==> config.mk <==
export PLATFORM = sky130hd
export DESIGN_NAME = decimal_to_balanced_ternary_top_flat
export DESIGN_NICKNAME = d
export VERILOG_FILES = /design/src/hw/rtl/dbt_pkg.sv /design/src/hw/rtl/dbt_if.sv /design/src/hw/rtl/dbt_datapath.sv /design/src/hw/rtl/dbt_ctrl.sv /design/src/hw/rtl/decimal_to_balanced_ternary_top.sv /design/src/flat_wrapper.sv
export VERILOG_INCLUDE_DIRS = /design/src /design/src/hw/rtl
export SDC_FILE = /design/constraint.sdc
export NUM_CORES = 1
export LEC_CHECK = 0
export BUFFER_PORTS_ARGS = -buffer_cell sky130_fd_sc_hd__buf_2
export CORE_MARGIN = 1
export CORE_UTILIZATION = 50
export CTS_CLUSTER_SIZE = 20
export DETAILED_ROUTE_END_ITERATION = 10
export PLACE_DENSITY_LB_ADDON = 0.1
export RECOVER_POWER = 100
export SYNTH_ARGS = -nofsm -noshare
export SYNTH_HDL_FRONTEND = slang
export SYNTH_SLANG_ARGS = --single-unit
==> constraint.sdc <==
create_clock -name clk -period 8.1 [get_ports clk]
set_input_delay 0.81 -clock clk [delete_from_list [all_inputs] [get_ports clk]]
set_output_delay 0.81 -clock clk [all_outputs]
set_load 0.01 [all_outputs]
==> src/hw/rtl/decimal_to_balanced_ternary_top_assert.svh <==
// assertion macros for the converter sequencer module
`ifndef DECIMAL_TO_BALANCED_TERNARY_TOP_ASSERT_SVH
`define DECIMAL_TO_BALANCED_TERNARY_TOP_ASSERT_SVH

`ifndef SYNTH
// consequent checked in the same cycle as the antecedent
`define DBT_ASSERT_SAME(label, clk, rst_n, ante, cons) \
  label: assert property (@(posedge clk) disable iff (!rst_n) (ante) |-> (cons)) \
    else $error("dbt same-cycle check failed");
// consequent checked in the cycle after the antecedent
`define DBT_ASSERT_NEXT(label, clk, rst_n, ante, cons) \
  label: assert property (@(posedge clk) disable iff (!rst_n) (ante) |=> (cons)) \
    else $error("dbt next-cycle check failed");
`else
`define DBT_ASSERT_SAME(label, clk, rst_n, ante, cons)
`define DBT_ASSERT_NEXT(label, clk, rst_n, ante, cons)
`endif

`endif

==> src/hw/rtl/dbt_pkg.sv <==
package dbt_pkg;

  // default sizes
  localparam int MAG_WIDTH_DEF = 31;
  localparam int MAX_TRITS_DEF = 21;

  // bits of the dividend consumed per divide-by-three step
  localparam int DIV_CHUNK = 8;

  // result status codes
  localparam logic [1:0] ST_OK    = 2'd0;
  localparam logic [1:0] ST_RADIX = 2'd1;
  localparam logic [1:0] ST_OVER  = 2'd2;

  // trit codes
  localparam logic [1:0] TRIT_ZERO = 2'd0;
  localparam logic [1:0] TRIT_ONE  = 2'd1;
  localparam logic [1:0] TRIT_Z    = 2'd2;

  // ascii characters of interest
  localparam logic [7:0] CHR_MINUS = 8'h2D;
  localparam logic [7:0] CHR_ZERO  = 8'h30;
  localparam logic [7:0] CHR_NINE  = 8'h39;

  // commands from the sequencer to the datapath
  typedef struct packed {
    logic acc_char;
    logic conv_load;
    logic conv_step;
    logic conv_wb;
    logic set_over;
    logic rd_issue;
    logic out_load;
    logic cnt_dec;
    logic clear;
  } dbt_cmd_t;

  // status from the datapath to the sequencer
  typedef struct packed {
    logic err_any;
    logic mag_zero;
    logic cnt_zero;
    logic cnt_one;
    logic cnt_full;
    logic out_free;
  } dbt_sts_t;

endpackage

==> src/hw/rtl/dbt_if.sv <==
// character input channel
interface dbt_in_if;
  logic       valid;
  logic       ready;
  logic [7:0] char_code;
  logic       last_char;

  modport source (output valid, output char_code, output last_char, input ready);
  modport sink (input valid, input char_code, input last_char, output ready);
endinterface

// trit result channel
interface dbt_out_if;
  logic       valid;
  logic       ready;
  logic [1:0] status;
  logic [1:0] trit;
  logic       last_result;

  modport source (output valid, output status, output trit, output last_result, input ready);
  modport sink (input valid, input status, input trit, input last_result, output ready);
endinterface

==> src/hw/rtl/dbt_datapath.sv <==
module dbt_datapath import dbt_pkg::*; #(
  parameter int MAG_WIDTH = MAG_WIDTH_DEF,
  parameter int MAX_TRITS = MAX_TRITS_DEF
) (
  input  logic       clk,
  input  logic       rst_n,
  input  logic [7:0] char_code,
  input  logic       last_char,
  input  dbt_cmd_t   cmd,
  output dbt_sts_t   sts,
  input  logic       out_ready,
  output logic       out_valid,
  output logic [1:0] out_status,
  output logic [1:0] out_trit,
  output logic       out_last
);

  localparam int CNT_W  = $clog2(MAX_TRITS + 1);
  localparam int ADDR_W = $clog2(MAX_TRITS);
  localparam int NCH    = (MAG_WIDTH + DIV_CHUNK) / DIV_CHUNK;
  localparam int DW     = NCH * DIV_CHUNK;

  logic [MAG_WIDTH-1:0] mag_r;
  logic                 neg_r;
  logic [1:0]           err_r;
  logic                 pm_r;
  logic [CNT_W-1:0]     cnt_r;
  logic [DW-1:0]        work_r;
  logic [1:0]           rem_r;
  logic [1:0]           trit_mem_r [MAX_TRITS];
  logic [1:0]           rd_r;
  logic                 out_valid_r;
  logic [1:0]           out_status_r;
  logic [1:0]           out_trit_r;
  logic                 out_last_r;

  logic                 is_digit;
  logic [3:0]           digit;
  logic [MAG_WIDTH+3:0] prod;
  logic                 mag_ovf;
  logic                 radix_now;
  logic                 over_now;
  logic [1:0]           err_nxt;
  logic [MAG_WIDTH:0]   mag_inc;
  logic [DW-1:0]        work_nxt;
  logic [1:0]           rem_nxt;
  logic [1:0]           new_trit;
  logic [CNT_W-1:0]     cnt_less;
  logic [1:0]           trit_signed;

  // character classification and value*10+digit
  assign is_digit = (char_code >= CHR_ZERO) && (char_code <= CHR_NINE);
  assign digit    = char_code[3:0];
  assign prod     = {1'b0, mag_r, 3'b000} + {3'b000, mag_r, 1'b0}
                  + {{MAG_WIDTH{1'b0}}, digit};
  assign mag_ovf  = |prod[MAG_WIDTH+3:MAG_WIDTH];

  // error detection, a radix error outranks overflow
  assign radix_now = (pm_r && !is_digit) || ((char_code == CHR_MINUS) && last_char)
                   || (!is_digit && (char_code != CHR_MINUS));
  assign over_now  = is_digit && (err_r != ST_OVER) && mag_ovf;
  assign err_nxt   = radix_now ? ST_RADIX :
                     (over_now && (err_r == ST_OK)) ? ST_OVER : err_r;

  // token registers
  always_ff @(posedge clk) begin
    if (!rst_n || cmd.clear) begin
      mag_r <= '0;
      neg_r <= 1'b0;
      err_r <= ST_OK;
      pm_r  <= 1'b0;
    end else begin
      if (cmd.acc_char) begin
        pm_r  <= !last_char && (char_code == CHR_MINUS);
        err_r <= err_nxt;
        if (pm_r && is_digit) begin
          neg_r <= 1'b1;
        end
        if (is_digit && (err_r != ST_OVER) && !mag_ovf) begin
          mag_r <= prod[MAG_WIDTH-1:0];
        end
      end
      if (cmd.set_over) begin
        err_r <= ST_OVER;
      end
      if (cmd.conv_wb) begin
        mag_r <= work_nxt[MAG_WIDTH-1:0];
      end
    end
  end

  // divide (m+1) by three, one chunk of bits per cycle, msb first
  assign mag_inc = {1'b0, mag_r} + {{MAG_WIDTH{1'b0}}, 1'b1};

  always_comb begin
    logic [2:0]           part;
    logic [1:0]           r;
    logic [DIV_CHUNK-1:0] q;
    r    = rem_r;
    q    = '0;
    part = '0;
    for (int k = 0; k < DIV_CHUNK; k++) begin
      part = {r, work_r[DW-1-k]};
      if (part >= 3'd3) begin
        r = 2'(part - 3'd3);
        q[DIV_CHUNK-1-k] = 1'b1;
      end else begin
        r = part[1:0];
      end
    end
    rem_nxt  = r;
    work_nxt = (work_r << DIV_CHUNK) | DW'(q);
  end

  always_ff @(posedge clk) begin
    if (cmd.conv_load) begin
      work_r <= DW'(mag_inc);
      rem_r  <= 2'd0;
    end else if (cmd.conv_step) begin
      work_r <= work_nxt;
      rem_r  <= rem_nxt;
    end
  end

  // (m+1) mod 3 of 0, 1, 2 means m mod 3 of 2, 0, 1
  always_comb begin
    case (rem_nxt)
      2'd0:    new_trit = TRIT_Z;
      2'd1:    new_trit = TRIT_ZERO;
      default: new_trit = TRIT_ONE;
    endcase
  end

  // trit count, also the read pointer while sending
  always_ff @(posedge clk) begin
    if (!rst_n || cmd.clear) begin
      cnt_r <= '0;
    end else if (cmd.conv_wb) begin
      cnt_r <= cnt_r + 1'b1;
    end else if (cmd.cnt_dec) begin
      cnt_r <= cnt_less;
    end
  end

  assign cnt_less = cnt_r - 1'b1;

  // trit buffer, least significant trit at the lowest address
  always_ff @(posedge clk) begin
    if (cmd.conv_wb) begin
      trit_mem_r[cnt_r[ADDR_W-1:0]] <= new_trit;
    end
  end

  always_ff @(posedge clk) begin
    if (cmd.rd_issue) begin
      rd_r <= trit_mem_r[cnt_less[ADDR_W-1:0]];
    end
  end

  // swap one and minus one for a negative number
  always_comb begin
    case (rd_r)
      TRIT_ONE: trit_signed = neg_r ? TRIT_Z : TRIT_ONE;
      TRIT_Z:   trit_signed = neg_r ? TRIT_ONE : TRIT_Z;
      default:  trit_signed = rd_r;
    endcase
  end

  // output register
  always_ff @(posedge clk) begin
    if (!rst_n) begin
      out_valid_r <= 1'b0;
    end else if (cmd.out_load) begin
      out_valid_r <= 1'b1;
    end else if (out_ready) begin
      out_valid_r <= 1'b0;
    end
  end

  always_ff @(posedge clk) begin
    if (cmd.out_load) begin
      out_status_r <= err_r;
      out_trit_r   <= (sts.err_any || sts.cnt_zero) ? TRIT_ZERO : trit_signed;
      out_last_r   <= sts.err_any || sts.cnt_zero || sts.cnt_one;
    end
  end

  assign out_valid  = out_valid_r;
  assign out_status = out_status_r;
  assign out_trit   = out_trit_r;
  assign out_last   = out_last_r;

  // status to the sequencer
  assign sts.err_any  = (err_r != ST_OK);
  assign sts.mag_zero = (mag_r == '0);
  assign sts.cnt_zero = (cnt_r == '0);
  assign sts.cnt_one  = (cnt_r == CNT_W'(1));
  assign sts.cnt_full = (cnt_r == CNT_W'(MAX_TRITS));
  assign sts.out_free = !out_valid_r || out_ready;

endmodule

==> src/hw/rtl/dbt_ctrl.sv <==
`include "decimal_to_balanced_ternary_top_assert.svh"

module dbt_ctrl import dbt_pkg::*; #(
  parameter int MAG_WIDTH = MAG_WIDTH_DEF
) (
  input  logic     clk,
  input  logic     rst_n,
  input  logic     in_valid,
  input  logic     in_last,
  output logic     in_ready,
  input  dbt_sts_t sts,
  output dbt_cmd_t cmd
);

  localparam int NCH  = (MAG_WIDTH + DIV_CHUNK) / DIV_CHUNK;
  localparam int CH_W = $clog2(NCH) + 1;

  typedef enum logic [4:0] {
    S_IDLE  = 5'b00001,
    S_CHECK = 5'b00010,
    S_DIV   = 5'b00100,
    S_READ  = 5'b01000,
    S_SEND  = 5'b10000
  } state_t;

  state_t          state_r;
  state_t          state_nxt;
  logic [CH_W-1:0] chunk_r;
  logic [CH_W-1:0] chunk_nxt;

  // sequencer
  always_comb begin
    state_nxt = state_r;
    chunk_nxt = chunk_r;
    cmd       = '0;
    in_ready  = 1'b0;
    unique case (state_r)
      S_IDLE: begin
        in_ready = 1'b1;
        if (in_valid) begin
          cmd.acc_char = 1'b1;
          if (in_last) begin
            state_nxt = S_CHECK;
          end
        end
      end
      S_CHECK: begin
        if (sts.err_any) begin
          state_nxt = S_SEND;
        end else if (sts.mag_zero) begin
          state_nxt = sts.cnt_zero ? S_SEND : S_READ;
        end else if (sts.cnt_full) begin
          cmd.set_over = 1'b1;
          state_nxt    = S_SEND;
        end else begin
          cmd.conv_load = 1'b1;
          chunk_nxt     = '0;
          state_nxt     = S_DIV;
        end
      end
      S_DIV: begin
        cmd.conv_step = 1'b1;
        if (chunk_r == CH_W'(NCH - 1)) begin
          cmd.conv_wb = 1'b1;
          state_nxt   = S_CHECK;
        end else begin
          chunk_nxt = chunk_r + 1'b1;
        end
      end
      S_READ: begin
        cmd.rd_issue = 1'b1;
        state_nxt    = S_SEND;
      end
      S_SEND: begin
        if (sts.out_free) begin
          cmd.out_load = 1'b1;
          if (sts.err_any || sts.cnt_zero || sts.cnt_one) begin
            cmd.clear = 1'b1;
            state_nxt = S_IDLE;
          end else begin
            cmd.cnt_dec = 1'b1;
            state_nxt   = S_READ;
          end
        end
      end
      default: begin
        state_nxt = S_IDLE;
      end
    endcase
  end

  always_ff @(posedge clk) begin
    if (!rst_n) begin
      state_r <= S_IDLE;
      chunk_r <= '0;
    end else begin
      state_r <= state_nxt;
      chunk_r <= chunk_nxt;
    end
  end

  // a character that is not the last one keeps the block idle
  `DBT_ASSERT_NEXT(a_mid_char_stays_idle, clk, rst_n, in_valid && in_ready && !in_last, state_r == S_IDLE)
  // the last character always starts the conversion check
  `DBT_ASSERT_NEXT(a_last_char_checks, clk, rst_n, in_valid && in_ready && in_last, state_r == S_CHECK)
  // the chunk counter never runs past the dividend
  `DBT_ASSERT_SAME(a_chunk_in_range, clk, rst_n, state_r == S_DIV, chunk_r <= CH_W'(NCH - 1))
  // a buffer read only happens with trits stored
  `DBT_ASSERT_SAME(a_read_has_trit, clk, rst_n, state_r == S_READ, !sts.cnt_zero && !sts.err_any)

endmodule

==> src/hw/rtl/decimal_to_balanced_ternary_top.sv <==
// channel   direction  payload                          transfer when
// in_ch     in         char_code[7:0], last_char        valid && ready
// out_ch    out        status[1:0], trit[1:0], last_res  valid && ready
//
// a character that is not the last keeps the block idle; ready is high only when idle.
// the last character leads to the check state, then each trit to a divide pass over
// NCH = (MAG_WIDTH + 8) / 8 chunks of the shared divide-by-three unit (4 by default).
// each trit result then takes a buffer read and an output load, an error or zero
// result just the load, stalled by out_ch; the output register lets the next token in.
// reset is synchronous, active low; no clearing pass is needed.
module decimal_to_balanced_ternary_top import dbt_pkg::*; #(
  parameter int MAG_WIDTH = MAG_WIDTH_DEF,
  parameter int MAX_TRITS = MAX_TRITS_DEF
) (
  input logic      clk,
  input logic      rst_n,
  dbt_in_if.sink   in_ch,
  dbt_out_if.source out_ch
);

  dbt_cmd_t cmd;
  dbt_sts_t sts;

  // sequencer
  dbt_ctrl #(
    .MAG_WIDTH (MAG_WIDTH)
  ) u_ctrl (
    .clk      (clk),
    .rst_n    (rst_n),
    .in_valid (in_ch.valid),
    .in_last  (in_ch.last_char),
    .in_ready (in_ch.ready),
    .sts      (sts),
    .cmd      (cmd)
  );

  // accumulator, divider, trit buffer and output register
  dbt_datapath #(
    .MAG_WIDTH (MAG_WIDTH),
    .MAX_TRITS (MAX_TRITS)
  ) u_datapath (
    .clk        (clk),
    .rst_n      (rst_n),
    .char_code  (in_ch.char_code),
    .last_char  (in_ch.last_char),
    .cmd        (cmd),
    .sts        (sts),
    .out_ready  (out_ch.ready),
    .out_valid  (out_ch.valid),
    .out_status (out_ch.status),
    .out_trit   (out_ch.trit),
    .out_last   (out_ch.last_result)
  );

endmodule
==> src/flat_wrapper.sv <==
// flat-port wrapper written by rule: the top's interface ports become plain ports
module decimal_to_balanced_ternary_top_flat import dbt_pkg::*;
#(
  parameter int MAG_WIDTH = MAG_WIDTH_DEF,
  parameter int MAX_TRITS = MAX_TRITS_DEF
)
  (clk, rst_n, in_ch_valid, in_ch_char_code, in_ch_last_char, in_ch_ready, out_ch_valid, out_ch_status, out_ch_trit, out_ch_last_result, out_ch_ready);
  dbt_in_if in_ch_i ();
  dbt_out_if out_ch_i ();
  input logic clk;
  input logic rst_n;
  input wire logic [$bits(in_ch_i.valid)-1:0] in_ch_valid;
  input wire logic [$bits(in_ch_i.char_code)-1:0] in_ch_char_code;
  input wire logic [$bits(in_ch_i.last_char)-1:0] in_ch_last_char;
  output wire logic [$bits(in_ch_i.ready)-1:0] in_ch_ready;
  output wire logic [$bits(out_ch_i.valid)-1:0] out_ch_valid;
  output wire logic [$bits(out_ch_i.status)-1:0] out_ch_status;
  output wire logic [$bits(out_ch_i.trit)-1:0] out_ch_trit;
  output wire logic [$bits(out_ch_i.last_result)-1:0] out_ch_last_result;
  input wire logic [$bits(out_ch_i.ready)-1:0] out_ch_ready;
  assign in_ch_i.valid = in_ch_valid;
  assign in_ch_i.char_code = in_ch_char_code;
  assign in_ch_i.last_char = in_ch_last_char;
  assign in_ch_ready = in_ch_i.ready;
  assign out_ch_valid = out_ch_i.valid;
  assign out_ch_status = out_ch_i.status;
  assign out_ch_trit = out_ch_i.trit;
  assign out_ch_last_result = out_ch_i.last_result;
  assign out_ch_i.ready = out_ch_ready;
  decimal_to_balanced_ternary_top #(.MAG_WIDTH(MAG_WIDTH), .MAX_TRITS(MAX_TRITS)) u_core (.clk(clk), .rst_n(rst_n), .in_ch(in_ch_i), .out_ch(out_ch_i));
endmodule
Word-level counts from Yosys, hierarchy flattened
Memories as Yosys holds them, arrays and structs flattened. A register that Yosys moved wholly into a read port is not among the register bits.
Index checks and enable logic that the tools add are counted.
- logic and storage cells: 173
- memory bits (writable): 42
- flip-flop bits (word level): 88
- memories: 1
- input bits: 13
- output and inout bits: 7
- add/sub/neg operators: 14
- equality and inequality tests: 22
- magnitude comparators: 10
- reductions and logical operators: 43
- mux-type cells: 68
- bitwise operators: 1
- memories (name ; depth ; bits a word ; read ports ; clocked after memory_dff ; write ports ; line ; text):
    u_core.u_datapath.trit_mem_r ; 21 ; 2 ; 1 ; 1 ; 1 ; dbt_datapath.sv:30 ; logic [1:0] trit_mem_r [MAX_TRITS];
- operator list (kind ; number):
    2-to-1 mux 31 bit ; 3
    2-to-1 mux 32 bit ; 2
    2-to-1 mux 5 bit ; 10
    adder 34 x 32 -> 35 bit ; 1
    adder 35 x 4 -> 35 bit ; 1
    adder 31 x 1 -> 32 bit, second input constant ; 1
    OR 32 x 8 -> 32 bit ; 1
    logical NOT 31 bit ; 1
    2-to-1 mux 2 bit ; 15
    2-to-1 mux 1 bit ; 27
    one-hot mux 5 bit (5 select lines) ; 1
    >= comparator 3 x 2 -> 1 bit, second input constant ; 8
    2-to-1 mux 3 bit ; 6
    nonzero test 2 bit ; 9
    != test 2 bit, second input constant ; 8
    subtractor 2 bit, second input constant ; 8
    equality test 5 x 1 -> 1 bit, second input constant ; 2
    equality test 5 bit, second input constant ; 2
    logical AND 1 bit ; 10
    equality test 8 x 6 -> 1 bit, second input constant ; 1
    >= comparator 8 x 6 -> 1 bit, second input constant ; 1
    less-or-equal comparator 8 x 6 -> 1 bit, second input constant ; 1
    != test 8 x 6 -> 1 bit, second input constant ; 1
    one-hot mux 2 bit (2 select lines) ; 2
    22 further kinds ; 36

Logic depth before layout (Yosys ltp)
Gate-level depths: netlist of run 1.
- depth in word-level cells: 19
- mapped depth: 42
- depth with buffers taken out: 41

Cells and area by module
From an unflattened synthesis of run 1, not the netlist that was laid out.
- cells, all modules: 1002
- area, all modules: 9293.9 µm²
- modules (own cells, without submodules) (module ; area an instance (µm²) ; instances ; cells each ; sequential area each (µm²)):
    dbt_datapath ; 8745.9 ; 1 ; 934 ; 3293.2
    dbt_ctrl ; 548.0 ; 1 ; 68 ; 160.2

Least setup slack after synthesis of run 1
Ideal clock, no wire load.
- path type: reg-to-reg
- start point: reg u_core.u_datapath.work_r[31]
- end point: mem u_core.u_datapath.trit_mem_r[0][0] (data pin)
- clock period less this slack: 8.783 ns
- stages on the path, launching flop included: 41
- setup time: 0.300 ns
- slack: -0.683 ns
- path buffers: 1
- arrival time: 8.483 ns
- data required time: 7.800 ns
- cell sequence: edfxtp_1 ha_1 or3_4 a21oi_1 ha_1 nor4bb_1 a21oi_1 o221a_2 clkinv_2 ha_1 nor2_1 a22oi_1 o21ai_1 and2_1 ha_1 nor2_1 a32oi_4 a21oi_1 [5 not listed] o32ai_4 ha_1 nor2_1 a211o_2 o31ai_4 nand2_1 o21ai_0 ha_1 clkbuf_1 inv_1 nand2_1 mux2_2 o221ai_2 ha_1 or3_1 o21ai_2 o31ai_4 nor2_1
- word-level cells in the longest chain between the ends: 18
- elaborated cells between the ends (all ways): 27
- classes of those cells: add/sub (8); order compare (8); eq/ne (1); mux (9); reduce/logical (1)
- RTL lines (element ; line ; text):
    start: declaration ; dbt_datapath.sv:28 ; logic [DW-1:0] work_r;
    start signal: assignment ; dbt_datapath.sv:117 ; work_r <= DW'(mag_inc);
    start signal: assignment ; dbt_datapath.sv:120 ; work_r <= work_nxt;
    >= comparator 3 x 2 -> 1 bit or subtractor 2 bit (tied branches) ; dbt_datapath.sv:104, dbt_datapath.sv:105 ;
    2-to-1 mux 2 bit (*) ; dbt_datapath.sv:104 ; if (part >= 3'd3) begin
    >= comparator 3 x 2 -> 1 bit or subtractor 2 bit (tied branches) ; dbt_datapath.sv:104, dbt_datapath.sv:105 ;
    2-to-1 mux 2 bit (*) ; dbt_datapath.sv:104 ;
    >= comparator 3 x 2 -> 1 bit or subtractor 2 bit (tied branches) ; dbt_datapath.sv:104, dbt_datapath.sv:105 ;
    2-to-1 mux 2 bit (*) ; dbt_datapath.sv:104 ;
    >= comparator 3 x 2 -> 1 bit or subtractor 2 bit (tied branches) ; dbt_datapath.sv:104, dbt_datapath.sv:105 ;
    2-to-1 mux 2 bit (*) ; dbt_datapath.sv:104 ;
    [3 not listed] ; -- ;
    2-to-1 mux 2 bit (*) ; dbt_datapath.sv:104 ;
    >= comparator 3 x 2 -> 1 bit or subtractor 2 bit (tied branches) ; dbt_datapath.sv:104, dbt_datapath.sv:105 ;
    2-to-1 mux 2 bit (*) ; dbt_datapath.sv:104 ;
    >= comparator 3 x 2 -> 1 bit or subtractor 2 bit (tied branches) ; dbt_datapath.sv:104, dbt_datapath.sv:105 ;
    2-to-1 mux 2 bit (*) ; dbt_datapath.sv:104 ;
    equality test 2 x 1 -> 1 bit or logical NOT 2 bit (tied branches) ; dbt_datapath.sv:127 ; case (rem_nxt)
    one-hot mux 2 bit (2 select lines) (*) ; dbt_datapath.sv:127 ;
    named net u_core.u_datapath.new_trit[0] ; dbt_datapath.sv:47 ; logic [1:0] new_trit;
    end: declaration ; dbt_datapath.sv:30 ;
Mark *: on every way through the listed nets, which the timed path passes. The rest lies on a longest branch.

Worst setup path after layout of run 1
- start point: reg u_core.u_datapath.work_r[31]
- end point: mem u_core.u_datapath.trit_mem_r[10][1] (data pin)
- word-level cells in the longest chain between the ends: 18
- elaborated cells between the ends (all ways): 27
- classes of those cells: add/sub (8); order compare (8); eq/ne (1); mux (9); reduce/logical (1)
- RTL lines (element ; line):
    >= comparator 3 x 2 -> 1 bit or subtractor 2 bit (tied branches) ; dbt_datapath.sv:104, dbt_datapath.sv:105
    2-to-1 mux 2 bit (*) ; dbt_datapath.sv:104
    >= comparator 3 x 2 -> 1 bit or subtractor 2 bit (tied branches) ; dbt_datapath.sv:104, dbt_datapath.sv:105
    2-to-1 mux 2 bit (*) ; dbt_datapath.sv:104
    >= comparator 3 x 2 -> 1 bit or subtractor 2 bit (tied branches) ; dbt_datapath.sv:104, dbt_datapath.sv:105
    2-to-1 mux 2 bit (*) ; dbt_datapath.sv:104
    >= comparator 3 x 2 -> 1 bit or subtractor 2 bit (tied branches) ; dbt_datapath.sv:104, dbt_datapath.sv:105
    2-to-1 mux 2 bit (*) ; dbt_datapath.sv:104
    [2 not listed] ; --
    >= comparator 3 x 2 -> 1 bit or subtractor 2 bit (tied branches) ; dbt_datapath.sv:104, dbt_datapath.sv:105
    2-to-1 mux 2 bit (*) ; dbt_datapath.sv:104
    >= comparator 3 x 2 -> 1 bit or subtractor 2 bit (tied branches) ; dbt_datapath.sv:104, dbt_datapath.sv:105
    2-to-1 mux 2 bit (*) ; dbt_datapath.sv:104
    >= comparator 3 x 2 -> 1 bit or subtractor 2 bit (tied branches) ; dbt_datapath.sv:104, dbt_datapath.sv:105
    2-to-1 mux 2 bit (*) ; dbt_datapath.sv:104
    equality test 2 x 1 -> 1 bit or logical NOT 2 bit (tied branches) ; dbt_datapath.sv:127
    one-hot mux 2 bit (2 select lines) (*) ; dbt_datapath.sv:127
Mark *: on every way between the ends. The rest lies on a longest branch, timed or not.

==> results.cfg, run 1 <==
[cells_and_area]
nFillCells = 1636
final_util_pct = 57.6
fin_area_mm2 = 0.0107
areaGrowthSynthToFinish_pct = 13.3
multi_input_area_mm2 = 0.00595
layout-drive-gt1-share_pct = 13.6
regArea_mm2 = 0.00345
final_nets = 1152
n_antenna_cell = 0

[logic_synthesis]
synth_top_family_by_area = simple AND/OR/NAND/NOR gates
synth_top_area_share_pct = 25.6
synth_compound_area_share_pct = 20.1
synth.area.top_cells = edfxtp_1 26%, dfxtp_1 11%, ha_1 10%
synth-edff-count = 81
yosysSeqAreaShare_pct = 36.4
synthCells = 1029
ys_warn_count = 0
synth_largest_area_cell = edfxtp_1
synth.distinct_cells = 86
yosys.area_share.simple_pct = 20.2
syn_area_mm2 = 0.00949
ys_top_cells_by_count = 110 x nand2_1, 91 x nor2_1, 81 x edfxtp_1
synth_mux_area_share_pct = 4.33
synth_fp_nets = 1122
synthAdderAreaFrac_pct = 10.7
avgSynthCellArea_um2 = 9.22
ys_async_sr_fraction_pct = 0
yosys_register_bits = 132
synth_xor_area_share_pct = 5.26
synth.most_common_cell = nand2_1
ys.flop_type = edfxtp_1

[worst_setup_path]
required_ps = 8260
cp_max_fo = 7
crit_path_top_delay_cell = mux4_2
endpoint_kind = flip-flop
path_common_cell = ha_4
crit_arrival_ps = 7900
critPathMaxStageDelay_ps = 500
rr_worst_depth = 39
cp-start-kind = flip-flop
crit_type = flip-flop to flip-flop

[drt]
wl_per_cell_um = 19.8
drc = 0
drt_iter0_drc = 672
drt_pass1_iterations = 5
ant_nets = 0
wl_mm = 25.8
via_count = 8109
viasPerCell = 6.21

[place]
dp_hpwl_mm = 18.1
postPlaceCellArea_mm2 = 0.00991
numPortBuffers = 19
gp_congestion = 0.838

[grt]
grt_pass1_vias = 7628
grt_use_total_pct = 26.9
grt_antenna_before_repair = 0
grt_max_degree = 70
grt-ovfl-total = 0
grt_pass1_wl_mm = 40.9

[sta]
tightest_slew_ps = 2740
finalHoldViolations = 0
fin_crit_ps = 7730
slew_headroom_pct = -82.4
hold_ws_ps = 489
setup_viol = 0
slew_viol_final = 170
fin_skew_ps = 9.02
max_freq_mhz = 129
post-route-period-util_pct = 95.5

[cts]
clockBufferDepth = 2
ctsRootBufferMaster = clkbuf_16
clkLatencyLatePin_ps = 430
cts_tree = done
htree_levels = 4
clkSinkCount = 132
numCtsBuffers = 17
clk_pin_slew_worst_paths_ps = 60

[floorplan]
die_w_um = 140
std_cell_rows = 50
initial_core_util_pct = 50.9
ios = 20
core-area_mm2 = 0.0186
die_y_um = 140
die-area_mm2 = 0.0195

[power_and_ir_drop]
leakage_nw = 4.31
ir_drop_uv = 132
power_density_mw_per_mm2 = 148

[status]
status = finished with violations
violations = capacitance limit, slew limit

[run]
maxCapViolCount = 4

[worst_hold_path]
hold_class = flip-flop to flip-flop
hold_depth = 2
report_power, final:
part | internal (mW) | switching, mW | total (mW)
registers | 0.712 | 0.00654 | 0.719
clock network | 0.490 | 0.315 | 0.805
logic | 0.0240 | 0.0428 | 0.0668
stage by stage:
step,power [mW],setup TNS [ps],std cells,setup slack (ps)
floorplan,0.774,0,1029,4.32
global placement,0.795,0,1256,257
detailed placement,0.795,0,1256,93.5
CTS,1.59,0,1288,40.0
global route,1.63,-2650,1306,-83.1
finish,1.59,0,1306,366
layout by cell type (no fill, tap or decap), drive strengths merged, types with 5 or more instances in the layout:
master and count:
a21o 28, a21oi 60, a31o 6, a31oi 16
and2 7, and3 14, buf 40, clkbuf 34
dfxtp 51, edfxtp 81, ha 78, inv 32
mux2 6, mux2i 5, mux4 13, nand2 110
nand2b 9, nand3 52, nand4 34, nor2 93
nor3 32, nor4 9, o211ai 30, o21a 5
o21ai 52, o22ai 5, o31ai 8, or3 11
xnor2 26, xor2 31
flip-flops by register name (all words and copies together) (netlist names), 3 cells and up:
name	flops
u_core.u_ctrl.chunk_r	3
u_core.u_ctrl.state_r	5
u_core.u_datapath.cnt_r	5
u_core.u_datapath.mag_r	31
u_core.u_datapath.trit_mem_r	42
u_core.u_datapath.work_r	32
layout make-up:
class	instances	share of cell area [%]
Multi-Input combinational cell	826	55.4
Sequential cell	132	32.1
Clock buffer	19	4.03
Timing Repair Buffer	55	3.11
Tap cell	234	2.72
Clock inverter	13	1.62
Inverter	27	0.966
worst paths after layout:
kind                                 from                             endpoint  slack, ps
min              u_core.u_ctrl.chunk_r[1]             u_core.u_ctrl.chunk_r[1]        490
min reg2reg      u_core.u_ctrl.chunk_r[1]             u_core.u_ctrl.chunk_r[1]        490
max          u_core.u_datapath.work_r[31]  u_core.u_datapath.trit_mem_r[10][1]        370
max reg2reg  u_core.u_datapath.work_r[31]  u_core.u_datapath.trit_mem_r[10][1]        370
logic make-up (layout without fill, tap and decap cells):
family	count (synthesis)	count (layout)
AO/OA/AOI/OAI	266	268
XOR/XNOR	57	57
adder cells (fa/ha/maj)	80	80
buffers and inverters	74	114
flip-flops	132	132
multiplexers	24	24
AND/OR/NAND/NOR	396	397
repair_timing:
action                                  in CTS  in global routing
gates resized for setup                      0                 22
setup buffers                                0                 15
endpoints found under the hold margin        0                  0
hold buffers                                 0                  0
endpoints found under the setup margin       0                 46
routing by layer:
metal | global-route usage [%] | vias up | part of all wire, %
met3 | 4.03 | 46 | 4.1
met5 | 0 | - | 0
li1 | - | 3975 | -
met4 | 9.54 | 0 | 2.2
met1 | 35.2 | 3877 | 45
met2 | 45.2 | 211 | 48
worst max-delay path, delay by kind of cell, from the launching register on:
| kind | cells | cell delay, ps |
|---|---|---|
| AND/OR/NAND/NOR | 8 | 1380 |
| buffers and inverters | 5 | 410 |
| AO/OA/AOI/OAI | 15 | 2670 |
| flip-flops | 1 | 430 |
| adder cells (fa/ha/maj) | 8 | 1570 |
| multiplexers | 3 | 970 |
Power figures use the tool's default switching activity.
==> run 2, diff against run 1 <==
- clock period: 8.1 -> 7.8 ns (I/O delays scaled with it)
==> run 2 against run 1 <==
  * The run still ends with capacitance limit, slew limit left
  * First-iteration DRC count up 30%
  * Clock-buffer cell count fell by 2
  * Global-route usage decreased by 0.25 points
  * Flip-flop and latch count unchanged
  * Maximum frequency increased by 0.68%
  * Clock skew is 1.7 ps higher
  * Critical path type unchanged
==> results.cfg, run 2 (synthesis results as in run 1) <==
[grt]
grt_use_total_pct = 26.7
grt_max_degree = 57
grt_antenna_before_repair = 0
grt_pass1_wl_mm = 40.5
grt_pass1_vias = 7454
grt-ovfl-total = 0

[sta]
slew_viol_final = 110
setup_ws_ps = 119
post-route-period-util_pct = 98.5
fin_crit_ps = 7680
setup_viol = 0
max_freq_mhz = 130
tightest_slew_ps = 1900
rsz0062_at_grt = yes
finalSetupTns_ps = 0
slew_headroom_pct = -26.8
fin_skew_ps = 10.7
finalHoldViolations = 0

[cts]
clockBufferDepth = 2
clk_pin_slew_worst_paths_ps = 70
ctsRootBufferMaster = clkbuf_16
cts_tree = done
htree_levels = 4
cts_hold_buf = 0
clkLatencyLatePin_ps = 430
clkSinkCount = 132
numCtsBuffers = 17

[drt]
drt_iter0_drc = 873
via_count = 8268
drc = 0
wl_per_cell_um = 19.9
wl_met1_mm = 12.7
ant_nets = 0
routed.top_layer = met4
dr_wl_met3_mm = 1.55
viasPerCell = 6.29
wl_met2_mm = 11.6
drt_pass1_iterations = 5
wl_mm = 26.2

[place]
dp_hpwl_mm = 18.0
gp_congestion = 0.862
numPortBuffers = 19
dpl_worst_slack_ps = -28.6

[power_and_ir_drop]
pwr-share-comb_pct = 4.5
internal-power_mw = 1.19
power_density_mw_per_mm2 = 148
power_frac_clock_pct = 49.2
leakage_nw = 4.35
total_power_mw = 1.61
switching_share_pct = 25.8
p_seq_share_pct = 46.3
p_sw_uw = 416
ir_drop_uv = 153

[worst_setup_path]
crit_type = flip-flop to flip-flop
required_ps = 8080
r2r_start = u_core.u_datapath.work_r[31]
cp_max_fo = 6
endpoint_kind = flip-flop
startpoint = u_core.u_datapath.work_r[31]
path_common_cell = ha_4
crit_path_top_delay_cell = mux4_2
cp-start-kind = flip-flop
crit_arrival_ps = 7960
critPathMaxStageDelay_ps = 490

[floorplan]
die_w_um = 140
die_y_um = 140
std_cell_rows = 50
core-area_mm2 = 0.0186
ios = 20
die-area_mm2 = 0.0195
initial_core_util_pct = 50.9

[cells_and_area]
areaGrowthSynthToFinish_pct = 14.6
multi_input_area_mm2 = 0.00604
nFillCells = 1647
layout-drive-gt1-share_pct = 15.2
n_antenna_cell = 0
final_cell_mix = 109 x nand2_1, 87 x nor2_1, 81 x edfxtp_1
layout_commonest_cell = nand2_1
final_util_pct = 58.3
largest_reg_flops = 42
final_nets = 1160
regArea_mm2 = 0.00345

[status]
violations = capacitance limit, slew limit
status = finished with violations

[worst_hold_path]
holdCritStartpoint = u_core.u_ctrl.chunk_r[1]
hold_class = flip-flop to flip-flop

[run]
maxCapViolCount = 3
==> run 2: power groups by stage <==
stage	registers (mW)	clock network (mW)	logic, mW
6_report	0.746	0.791	0.0723
5_1_grt	0.746	0.824	0.0794
4_1_cts	0.745	0.795	0.0679
3_5_place_dp	0.761	0	0.0652
3_3_place_gp	0.761	0	0.0647
2_1_floorplan	0.759	0	0.0452
==> run 2: final timing paths <==
kind	end	slack, ps	depth (start not counted)
setup / recovery	u_core.u_datapath.trit_mem_r[2][1]	120	40
hold / removal	u_core.u_ctrl.chunk_r[1]	480	2
setup reg to reg	u_core.u_datapath.trit_mem_r[2][1]	120	40
hold reg to reg	u_core.u_ctrl.chunk_r[1]	480	2
==> run 2: layer usage <==
metal | track usage (%) | up-vias
li1 | - | 3996
met1 | 39.8 | 3962
met2 | 39.9 | 275
met3 | 4.47 | 35
met4 | 6.65 | 0
met5 | 0 | -
==> run 2: layout make-up <==
class | count | share of cell area (%)
repair buffers | 62 | 3.66
well taps | 234 | 2.69
flip-flops and latches | 132 | 31.8
inverters | 27 | 1.02
multi-input cells | 827 | 55.5
clock inverters | 15 | 1.42
clock buffers | 17 | 3.91
==> run 2: repair_timing <==
| item | in CTS | in global routing |
|---|---|---|
| hold endpoints to repair | 0 | 0 |
| buffers inserted | 6 | 17 |
| endpoints found under the setup margin | 42 | 46 |
| pin swaps | 3 | 22 |
| gates resized for setup | 3 | 25 |
| cloned | 2 | 2 |
==> run 2: critical path: cells and delay by family, from the launching register on <==
kind / cells / cell delay (ps)
AND/OR/NAND/NOR: 8 / 1020
flip-flops: 1 / 430
buffers and inverters: 5 / 360
AO/OA/AOI/OAI: 16 / 3100
adder cells (fa/ha/maj): 8 / 1510
multiplexers: 3 / 1070
==> run 2: through the flow <==
| step | cell area, um2 | std cells | hold WS, ps |
|---|---|---|---|
| after floorplan | 9600 | 1029 | 458 |
| after global placement | 9960 | 1255 | 467 |
| after detailed placement | 9960 | 1255 | 477 |
| after CTS | 10600 | 1295 | 487 |
| after global routing | 10900 | 1314 | 526 |
| final | 10900 | 1314 | 485 |
